**config.mk**
```make
export PLATFORM = sky130hd
export DESIGN_NAME = tilt_orientation_qualifier_core
export DESIGN_NICKNAME = d
export VERILOG_FILES = /design/src/rtl/tlt_pkg.sv /design/src/rtl/tilt_orientation_qualifier_core.sv /design/src/rtl/tlt_classify.sv /design/src/rtl/tlt_qualify.sv
export SDC_FILE = /design/constraint.sdc
export NUM_CORES = 1
export LEC_CHECK = 0
export BUFFER_PORTS_ARGS = -buffer_cell sky130_fd_sc_hd__buf_2
export CAP_MARGIN = 20
export CORE_MARGIN = 5
export CORE_UTILIZATION = 64
export CTS_CLUSTER_DIAMETER = 150
export DETAILED_ROUTE_END_ITERATION = 16
export HOLD_SLACK_MARGIN = 0.03
export PLACE_DENSITY = 0.83
export RECOVER_POWER = 25
export SYNTH_ARGS = -nofsm -noshare
export SYNTH_HDL_FRONTEND = slang
export SYNTH_HIERARCHICAL = 1
export SYNTH_SLANG_ARGS = --single-unit
```
**constraint.sdc**
```tcl
create_clock -name clk -period 12.85 [get_ports clk]
set_input_delay 2.57 -clock clk [delete_from_list [all_inputs] [get_ports clk]]
set_output_delay 2.57 -clock clk [all_outputs]
set_load 0.1 [all_outputs]
```
**src/rtl/tlt_pkg.sv**
```systemverilog
// Shared types, constants and register map of the tilt orientation qualifier.
package tlt_pkg;

    localparam int SAMPLE_WIDTH = 16;
    localparam int TIME_W       = 32;
    localparam int PROD_W       = SAMPLE_WIDTH + 10;
    localparam int IN_TDATA_W   = ((TIME_W + 2 * SAMPLE_WIDTH + 7) / 8) * 8;
    localparam int IN_PAD_W     = IN_TDATA_W - TIME_W - 2 * SAMPLE_WIDTH;
    localparam int OUT_TDATA_W  = 8;

    // register map, index into paddr[3:2]
    localparam logic [1:0] REG_TILT_THRESHOLD = 2'd0;
    localparam logic [1:0] REG_AXIS_MARGIN    = 2'd1;
    localparam logic [1:0] REG_POLL_INTERVAL  = 2'd2;
    localparam logic [1:0] REG_STABLE_TIME    = 2'd3;

    localparam logic [14:0] TILT_THRESHOLD_RST = 15'd4096;
    localparam logic [9:0]  AXIS_MARGIN_RST    = 10'd320;
    localparam logic [15:0] POLL_INTERVAL_RST  = 16'd100;
    localparam logic [15:0] STABLE_TIME_RST    = 16'd300;

    typedef struct packed {
        logic [14:0] tilt_level;
        logic [9:0]  axis_margin_q8;
        logic [15:0] poll_interval_ms;
        logic [15:0] hold_ms;
    } tlt_cfg_t;

    typedef struct packed {
        logic       ambiguous;
        logic [1:0] quadrant;
    } tlt_class_t;

    typedef struct packed {
        logic [1:0] quadrant;
        logic       changed;
    } tlt_result_t;

endpackage

```
**src/rtl/tilt_orientation_qualifier_core.sv**
```systemverilog
// Top level: stream ports, APB register file, input and result registers.
// Path: input register, then result register, from the edge that accepts an input
// transaction to the first edge that can accept its result. Throughput: one transaction
// per cycle while m_tready is high. m_tready low holds the result register; the input
// register takes one more transaction while the result waits, then s_tready drops.
// Async reset: pipeline empty, state zero, registers 4096 / 320 / 100 ms / 300 ms.
module tilt_orientation_qualifier_core
    import tlt_pkg::*;
(
    input  logic                   clk,
    input  logic                   rst_n,
    // input stream
    input  logic                   s_tvalid,
    output logic                   s_tready,
    input  logic [IN_TDATA_W-1:0]  s_tdata,   // now_ms, accel_x, accel_y (low to high)
    input  logic                   s_tuser,   // sample_ok
    // result stream
    output logic                   m_tvalid,
    input  logic                   m_tready,
    output logic [OUT_TDATA_W-1:0] m_tdata,   // quadrant, zero pad
    output logic                   m_tuser,   // changed
    // configuration
    input  logic                   psel,
    input  logic                   penable,
    input  logic                   pwrite,
    input  logic [3:0]             paddr,
    input  logic [31:0]            pwdata,
    output logic [31:0]            prdata,
    output logic                   pready
);

    tlt_cfg_t cfg_reg;

    logic                           in_valid_reg;
    logic [TIME_W-1:0]              in_now_reg;
    logic signed [SAMPLE_WIDTH-1:0] in_x_reg;
    logic signed [SAMPLE_WIDTH-1:0] in_y_reg;
    logic                           in_ok_reg;

    logic        out_valid_reg;
    tlt_result_t out_res_reg;

    logic        advance;
    logic        fire;
    logic        cfg_wr;
    tlt_class_t  cls;
    tlt_result_t res;

    // ---------------------------------------------------------------
    // APB register file, no wait states
    // ---------------------------------------------------------------
    assign pready = 1'b1;
    assign cfg_wr = psel && penable && pwrite && pready;

    always_ff @(posedge clk or negedge rst_n)
    begin
        if (!rst_n)
        begin
            cfg_reg.tilt_level       <= TILT_THRESHOLD_RST;
            cfg_reg.axis_margin_q8   <= AXIS_MARGIN_RST;
            cfg_reg.poll_interval_ms <= POLL_INTERVAL_RST;
            cfg_reg.hold_ms          <= STABLE_TIME_RST;
        end
        else if (cfg_wr)
        begin
            unique case (paddr[3:2])
                REG_TILT_THRESHOLD: cfg_reg.tilt_level       <= pwdata[14:0];
                REG_AXIS_MARGIN:    cfg_reg.axis_margin_q8   <= pwdata[9:0];
                REG_POLL_INTERVAL:  cfg_reg.poll_interval_ms <= pwdata[15:0];
                REG_STABLE_TIME:    cfg_reg.hold_ms          <= pwdata[15:0];
                default:            cfg_reg <= cfg_reg;
            endcase
        end
    end

    always_comb
    begin
        unique case (paddr[3:2])
            REG_TILT_THRESHOLD: prdata = 32'(cfg_reg.tilt_level);
            REG_AXIS_MARGIN:    prdata = 32'(cfg_reg.axis_margin_q8);
            REG_POLL_INTERVAL:  prdata = 32'(cfg_reg.poll_interval_ms);
            REG_STABLE_TIME:    prdata = 32'(cfg_reg.hold_ms);
            default:            prdata = 32'd0;
        endcase
    end

    // ---------------------------------------------------------------
    // Pipeline flow: the work stage moves whenever the result register
    // is empty or is being drained this cycle.
    // ---------------------------------------------------------------
    assign advance  = !out_valid_reg || m_tready;
    assign fire     = in_valid_reg && advance;
    assign s_tready = !in_valid_reg || advance;

    always_ff @(posedge clk or negedge rst_n)
    begin
        if (!rst_n)
        begin
            in_valid_reg <= 1'b0;
        end
        else if (s_tready)
        begin
            in_valid_reg <= s_tvalid;
        end
    end

    // payload capture, no reset needed
    always_ff @(posedge clk)
    begin
        if (s_tvalid && s_tready)
        begin
            in_now_reg <= s_tdata[TIME_W-1:0];
            in_x_reg   <= s_tdata[TIME_W +: SAMPLE_WIDTH];
            in_y_reg   <= s_tdata[TIME_W + SAMPLE_WIDTH +: SAMPLE_WIDTH];
            in_ok_reg  <= s_tuser;
        end
    end

    // ---------------------------------------------------------------
    // Work stage: classify, then poll gate and stable-time qualifier
    // ---------------------------------------------------------------
    tlt_classify u_classify (
        .accel_x (in_x_reg),
        .accel_y (in_y_reg),
        .cfg     (cfg_reg),
        .cls     (cls)
    );

    tlt_qualify u_qualify (
        .clk       (clk),
        .rst_n     (rst_n),
        .fire      (fire),
        .now_ms    (in_now_reg),
        .sample_ok (in_ok_reg),
        .cls       (cls),
        .cfg       (cfg_reg),
        .res       (res)
    );

    // ---------------------------------------------------------------
    // Result register
    // ---------------------------------------------------------------
    always_ff @(posedge clk or negedge rst_n)
    begin
        if (!rst_n)
        begin
            out_valid_reg <= 1'b0;
        end
        else if (advance)
        begin
            out_valid_reg <= in_valid_reg;
        end
    end

    always_ff @(posedge clk)
    begin
        if (fire)
        begin
            out_res_reg <= res;
        end
    end

    assign m_tvalid = out_valid_reg;
    assign m_tdata  = {(OUT_TDATA_W - 2)'(0), out_res_reg.quadrant};
    assign m_tuser  = out_res_reg.changed;

`ifndef ASSERT_OFF
    a_ready_when_empty: assert property (@(posedge clk) disable iff (!rst_n)
        !m_tvalid |-> s_tready)
        else $error("input stalled with an empty result register");

    a_full_stall: assert property (@(posedge clk) disable iff (!rst_n)
        (in_valid_reg && m_tvalid && !m_tready) |-> !s_tready)
        else $error("input taken while both stages are full and stalled");

    a_fire_gives_result: assert property (@(posedge clk) disable iff (!rst_n)
        fire |=> m_tvalid)
        else $error("processed transaction did not reach the result register");
`endif

endmodule

```
**src/rtl/tlt_classify.sv**
```systemverilog
// Quadrant classification of one X/Y accelerometer sample.
module tlt_classify
    import tlt_pkg::*;
(
    input  logic signed [SAMPLE_WIDTH-1:0] accel_x,
    input  logic signed [SAMPLE_WIDTH-1:0] accel_y,
    input  tlt_cfg_t                       cfg,
    output tlt_class_t                     cls
);

    logic                    neg_x;
    logic                    neg_y;
    logic [SAMPLE_WIDTH-1:0] mag_x;
    logic [SAMPLE_WIDTH-1:0] mag_y;
    logic [PROD_W-1:0]       ext_x;
    logic [PROD_W-1:0]       ext_y;
    logic [PROD_W-1:0]       thresh;
    logic [PROD_W-1:0]       y_scaled;
    logic [PROD_W-1:0]       x_scaled;
    logic [PROD_W-1:0]       y_times_m;
    logic [PROD_W-1:0]       x_times_m;
    logic                    below;

    // most negative input maps to 2^(W-1), which fits as unsigned
    assign neg_x = accel_x[SAMPLE_WIDTH-1];
    assign neg_y = accel_y[SAMPLE_WIDTH-1];
    assign mag_x = neg_x ? (~accel_x + 1'b1) : accel_x;
    assign mag_y = neg_y ? (~accel_y + 1'b1) : accel_y;

    assign ext_x  = PROD_W'(mag_x);
    assign ext_y  = PROD_W'(mag_y);
    assign thresh = PROD_W'(cfg.tilt_level);

    assign y_scaled  = {2'b00, mag_y, 8'h00};
    assign x_scaled  = {2'b00, mag_x, 8'h00};
    assign x_times_m = ext_x * PROD_W'(cfg.axis_margin_q8);
    assign y_times_m = ext_y * PROD_W'(cfg.axis_margin_q8);

    assign below = (ext_x < thresh) && (ext_y < thresh);

    always_comb
    begin
        cls.ambiguous = 1'b0;
        cls.quadrant  = 2'd0;
        priority if (below)
        begin
            cls.ambiguous = 1'b1;
        end
        else if (y_scaled > x_times_m)
        begin
            cls.quadrant = (!neg_y && (mag_y != '0)) ? 2'd3 : 2'd1;
        end
        else if (x_scaled > y_times_m)
        begin
            cls.quadrant = (!neg_x && (mag_x != '0)) ? 2'd0 : 2'd2;
        end
        else
        begin
            cls.ambiguous = 1'b1;
        end
    end

endmodule

```
**src/rtl/tlt_qualify.sv**
```systemverilog
// Poll gating and stable-time qualification state of the orientation.
module tlt_qualify
    import tlt_pkg::*;
(
    input  logic              clk,
    input  logic              rst_n,
    input  logic              fire,
    input  logic [TIME_W-1:0] now_ms,
    input  logic              sample_ok,
    input  tlt_class_t        cls,
    input  tlt_cfg_t          cfg,
    output tlt_result_t       res
);

    logic [1:0]        committed_reg;
    logic [1:0]        committed_next;
    logic [1:0]        pending_reg;
    logic [1:0]        pending_next;
    logic [TIME_W-1:0] start_reg;
    logic [TIME_W-1:0] start_next;
    logic [TIME_W-1:0] last_reg;
    logic [TIME_W-1:0] last_next;
    logic [TIME_W-1:0] poll_elapsed;
    logic [TIME_W-1:0] hold_elapsed;
    logic              poll_ok;
    logic              hold_ok;
    logic              changed;

    assign poll_elapsed = now_ms - last_reg;
    assign hold_elapsed = now_ms - start_reg;
    assign poll_ok = poll_elapsed >= TIME_W'(cfg.poll_interval_ms);
    assign hold_ok = hold_elapsed >= TIME_W'(cfg.hold_ms);

    always_comb
    begin
        committed_next = committed_reg;
        pending_next   = pending_reg;
        start_next     = start_reg;
        last_next      = last_reg;
        changed        = 1'b0;
        if (fire && poll_ok)
        begin
            last_next = now_ms;
            if (sample_ok)
            begin
                priority if (cls.ambiguous || (cls.quadrant == committed_reg))
                begin
                    pending_next = committed_reg;
                end
                else if (cls.quadrant != pending_reg)
                begin
                    pending_next = cls.quadrant;
                    start_next   = now_ms;
                end
                else if (hold_ok)
                begin
                    committed_next = cls.quadrant;
                    changed        = 1'b1;
                end
                else
                begin
                    // candidate still settling
                    pending_next = pending_reg;
                end
            end
        end
    end

    assign res.quadrant = committed_next;
    assign res.changed  = changed;

    always_ff @(posedge clk or negedge rst_n)
    begin
        if (!rst_n)
        begin
            committed_reg <= 2'd0;
            pending_reg   <= 2'd0;
            start_reg     <= '0;
            last_reg      <= '0;
        end
        else
        begin
            committed_reg <= committed_next;
            pending_reg   <= pending_next;
            start_reg     <= start_next;
            last_reg      <= last_next;
        end
    end

`ifndef ASSERT_OFF
    a_commit_only_on_change: assert property (@(posedge clk) disable iff (!rst_n)
        (committed_reg != $past(committed_reg)) |-> $past(fire && res.changed))
        else $error("committed quadrant moved without a change flag");

    a_commit_from_pending: assert property (@(posedge clk) disable iff (!rst_n)
        (fire && res.changed) |=> (committed_reg == $past(pending_reg)))
        else $error("commit did not take the pending quadrant");
`endif

endmodule

```
# Word-level counts from Yosys, hierarchy flattened
# Cells that the tools add are included.
dict set report word_totals {
  inputBits 108
  wordCells 83
  reg_bits 195
  output_inout_bits 44
}
dict set report classes {
  mul 2
  addsub 4
  order_cmp 6
  n_eq_ne 5
  reduce_logical 26
  n_bitwise 5
  n_mux 19
}
# cell n
set ops {}
lappend ops {{$pmux W32 S4} 1}
lappend ops {{$ge A32 B16 Y1} 2}
lappend ops {{$sub A32 B32 Y32} 2}
lappend ops {{$gt A24 B26 Y1} 2}
lappend ops {{$mul A16 B10 Y26} 2}
lappend ops {{$add A16 B1 Y16 const B} 2}
lappend ops {{$lt A16 B15 Y1} 2}
lappend ops {{$mux W16} 2}
lappend ops {{$not A16 Y16} 2}
lappend ops {{$reduce_bool A16 Y1} 2}
lappend ops {{$mux W2} 12}
lappend ops {{$logic_and A1 B1 Y1} 8}
lappend ops {{$reduce_and A2 Y1} 4}
lappend ops {{$eq A2 B2 Y1 const B} 2}
lappend ops {{$logic_not A1 Y1} 4}
lappend ops {{$mux W1} 4}
lappend ops {{$reduce_and A4 Y1} 1}
lappend ops {{$reduce_or A4 Y1} 1}
lappend ops {{$logic_or A1 B1 Y1} 3}
lappend ops {{$not A1 Y1} 3}
lappend ops {{$reduce_and A3 Y1} 1}
lappend ops {{$eq A2 B1 Y1 const B} 1}
lappend ops {{$eq A2 B2 Y1} 1}
lappend ops {{$logic_not A2 Y1} 1}
lappend ops {{2 further kinds} 2}

# Longest topological paths before layout
dict set report logic_depth {
  ltp_word 14
  mapped_depth 43
  ltp_nobuf 41
}

# Cells and area by module
# The synthesis kept the hierarchy.
# mod seq_area_each_um2 area_per_inst_um2 cells_each instances
set by_module_without_submodules {}
lappend by_module_without_submodules {tlt_classify 0.0 12376.9 1476 1}
lappend by_module_without_submodules {tlt_qualify 1701.6 7170.6 845 1}
lappend by_module_without_submodules {tilt_orientation_qualifier_core 3530.9 4888.4 252 1}

# Worst setup path before layout
# OpenSTA, ideal clock, no wires.
dict set report synth_timing {
  path_type {reg2reg}
  startpoint {register in_x_reg[3]}
  endpoint {register out_res_reg, in the netlist m_tdata[0], data pin}
  required_time_ps 12587
  stages_incl_launch_ff 39
  n_path_buf 1
  arrival_time_ps 9437
  setup_slack_ps 3151
  setup_time_ps 263
  period_less_slack_ps 9699
  path_cell_list {edfxtp_1 or3_1 or3_4 nand2b_4 o31ai_4 xnor2_1 clkbuf_1 nand2_1 fa_1 inv_1 fa_1 fa_1 fa_1 inv_1 fa_1 inv_1 ha_1 a21oi_1 (+3 left out) o41ai_2 nor4b_1 nor3_1 ha_1 nand4_1 nor2_1 nand4_1 or4_1 o32ai_1 nor3_1 and3_1 a221oi_2 xnor2_1 a21oi_1 and3_1 nand2_1 a211o_1 mux2_2}
}
# element line_no
set synth_rtl {}
lappend synth_rtl {{start, declared} tilt_orientation_qualifier_core.sv:36} ;# logic signed [SAMPLE_WIDTH-1:0] in_x_reg;
lappend synth_rtl {{start signal, assigned} tilt_orientation_qualifier_core.sv:113} ;# in_x_reg <= s_tdata[TIME_W +: SAMPLE_WIDTH];
lappend synth_rtl {{end signal, assigned} tilt_orientation_qualifier_core.sv:159} ;# out_res_reg <= res;
lappend synth_rtl {{end, declared} tilt_orientation_qualifier_core.sv:41} ;# tlt_result_t out_res_reg;

==> run summary <==
crit path kind -> reg2reg
CP required -> 13.18 ns
CTS Buffer Depth -> 2
Nets -> 3,241
Antenna Nets Post-Route -> 0
vias in the first global route -> 20,440
min Tclk post-route -> 11.16 ns
H-tree depth -> 4
# resized after CTS -> 0
CP Capture Type -> flip-flop
Clk Latency, worst-skew pair -> 0.46 ns
worst setup margin -> 1.690 ns
Area growth syn-to-layout -> 6.375%
largest net degree at the start of global routing -> 68
Crit Path Max Fanout -> 32
HP Class -> reg2reg
Root Driver -> clkbuf_16
worst-case clock skew -> 0.01652 ns
maximum operating frequency -> 0.08961 GHz
Synth Register Bits -> 195
final period utilization -> 86.85%
M1 wire length -> 23,250 um
Avg Cell Area, Syn -> 9.497 sq um
violated checks -> capacitance limit, slew limit
synth cell count leaders -> inv_1 (357), ha_1 (278), nand2_1 (258), fa_1 (222), and2_1 (168)
Clock Sinks -> 195
RSZ-0062 raised after global routing -> false
Iter 0 DRT Violations -> 1,017
Reg clk slew, reported paths -> 0.08 ns
Vias -> 18,960
input/output buffers -> 110
met2 WL -> 30,750 um
Top Ports -> 152
DP HPWL -> 46,450 um
Die ar. -> 42,190 sq um
asr flop ratio synth -> 65.13%
Critical Path AT -> 11.49 ns
postcts setup bufs -> 0
total CTS buffers -> 17
sequential area share after synthesis -> 21.41%
Yosys Warn Count -> 6
Die Wd -> 205.4 um
max reg flops -> 57
EDFF count, synth -> 68
Final Util -> 69.01%
die height -> 205.4 um
grt total ovfl -> 0
Slew HR -> -121.4%
WL met3 -> 3777 um
distinct cell type count after synthesis -> 92
Filler Cells Inserted -> 2,956
slowest CP cell -> xnor2_1
crit path launch type -> flip-flop
max-slew violations -> 62
Post-Layout Cell Count -> 3,157
layout cells sized above 1 -> 12.32%
final setup vio count -> 0
most used cell, CP -> fa_1
Syn Std Cell Area -> 24,440 sq um
Pre-antenna DRT Iters -> 7
Starting Density -> 64.88%
Setup TNS -> 0 ns
Routed WL -> 60,910 um
status -> complete, but fails checks
DRC -> 0
area of the multi-input gates -> 17,360 sq um
Avg WL per Cell -> 19.29 um
Fin. Hold Viols -> 0
CTS tree -> built
Reg area -> 5233 sq um
Synth Instances -> 2,573
total core area -> 37,670 sq um
max-cap viol count -> 1
pre-CTS WS -> 1.843 ns
slowest cell delay on critical path -> 0.76 ns
post-synth top area cell -> fa_1
vias per cell -> 6.005
measured slew at the worst slew-check pin -> 3.321 ns
initial antenna violation count -> 1
row count -> 71
share of the synthesized area in the top cell type -> 18.19%
synth top area cells -> fa_1 (18%), ha_1 (14%), dfrtp_1 (12%), edfxtp_1 (8.4%), inv_1 (5.5%)
gpl congestion -> 0.9886
Synth Flop Type -> dfrtp_1
Placed Cells incl. Taps -> 3,125
top layer in use -> met5
most frequent cell after synthesis -> inv_1
# diodes -> 0
gr usage total -> 29.76%
# hold bufs at CTS -> 0
first-pass GRT wire length -> 100,600 um
critical path, delay by kind of cell (launching register included):
| kind | cells | cell delay (ns) |
|---|---|---|
| adder cells (fa/ha/maj) | 8 | 3.28 |
| XOR/XNOR | 2 | 0.87 |
| AO/OA/AOI/OAI | 9 | 2.20 |
| multiplexers | 1 | 0.56 |
| AND/OR/NAND/NOR | 13 | 2.92 |
| buffers and inverters | 6 | 0.80 |
| flip-flops | 1 | 0.33 |
stage by stage:
stage / instance area (sq um) / hold WS, ns
global route: 25990 / 0.5030
CTS: 26010 / 0.4947
global placement: 25370 / 0.4623
floorplan: 24510 / 0.4490
finish: 25990 / 0.4905
detailed placement: 25370 / 0.4714
metal layers:
metal  vias to the layer above  GRT usage, %
met5                         -             0
met4                         2         15.65
met2                       725         52.75
met3                       226         4.728
li1                       8771             -
met1                      9233         34.80
kinds of logic after synthesis:
kind of cell | synth area share [%]
AND/OR/NAND/NOR | 14.54
adder cells (fa/ha/maj) | 32.42
buffers and inverters | 8.116
AO/OA/AOI/OAI | 11.97
flip-flops | 21.41
multiplexers | 7.245
XOR/XNOR | 4.265
other | 0.03073
placed cells by master (no fill, tap or decap), drive strengths merged, types with 38 or more instances in the layout:
cell    Yosys  final
fa        222    222
and2      168    168
inv       357    369
ha        278    278
a21o       43     43
nor2       87     87
xnor2      81     81
a21oi     124    124
mux2      131    131
o21ai      90     90
xor2       38     38
buf        44    128
nand2     258    258
dfrtp     117    117
edfxtp     68     68
layout make-up:
class	count	share of cell area, %
clock inverter	15	0.8568
timing repair buffer	142	2.975
tap	511	2.460
sequential	195	20.13
inverter	357	5.155
multi-input combinational	1920	66.79
clock buffer	17	1.637
final timing paths:
check	from	to	slack, ns	depth (start not counted)
min in group asynchronous	rst_n	u_qualify/start_reg[23]$_DFFE_PN0P_	3.22	1
worst min-delay path	in_valid_reg$_DFFE_PN0P_	m_tvalid$_DFFE_PN0P_	0.49	1
worst min register to register	in_valid_reg$_DFFE_PN0P_	m_tvalid$_DFFE_PN0P_	0.49	1
worst max-delay path	in_x_reg[0]$_DFFE_PP_	u_qualify/start_reg[9]$_DFFE_PN0P_	1.69	39
worst max register to register	in_x_reg[0]$_DFFE_PP_	u_qualify/start_reg[9]$_DFFE_PN0P_	1.69	39
max in group asynchronous	rst_n	cfg_reg[37]$_DFFE_PN0P_	7.45	2
Power is left out: the tool's default activity adds up to more than one toggle a clock period on the data nets, which glitch-free logic cannot reach.
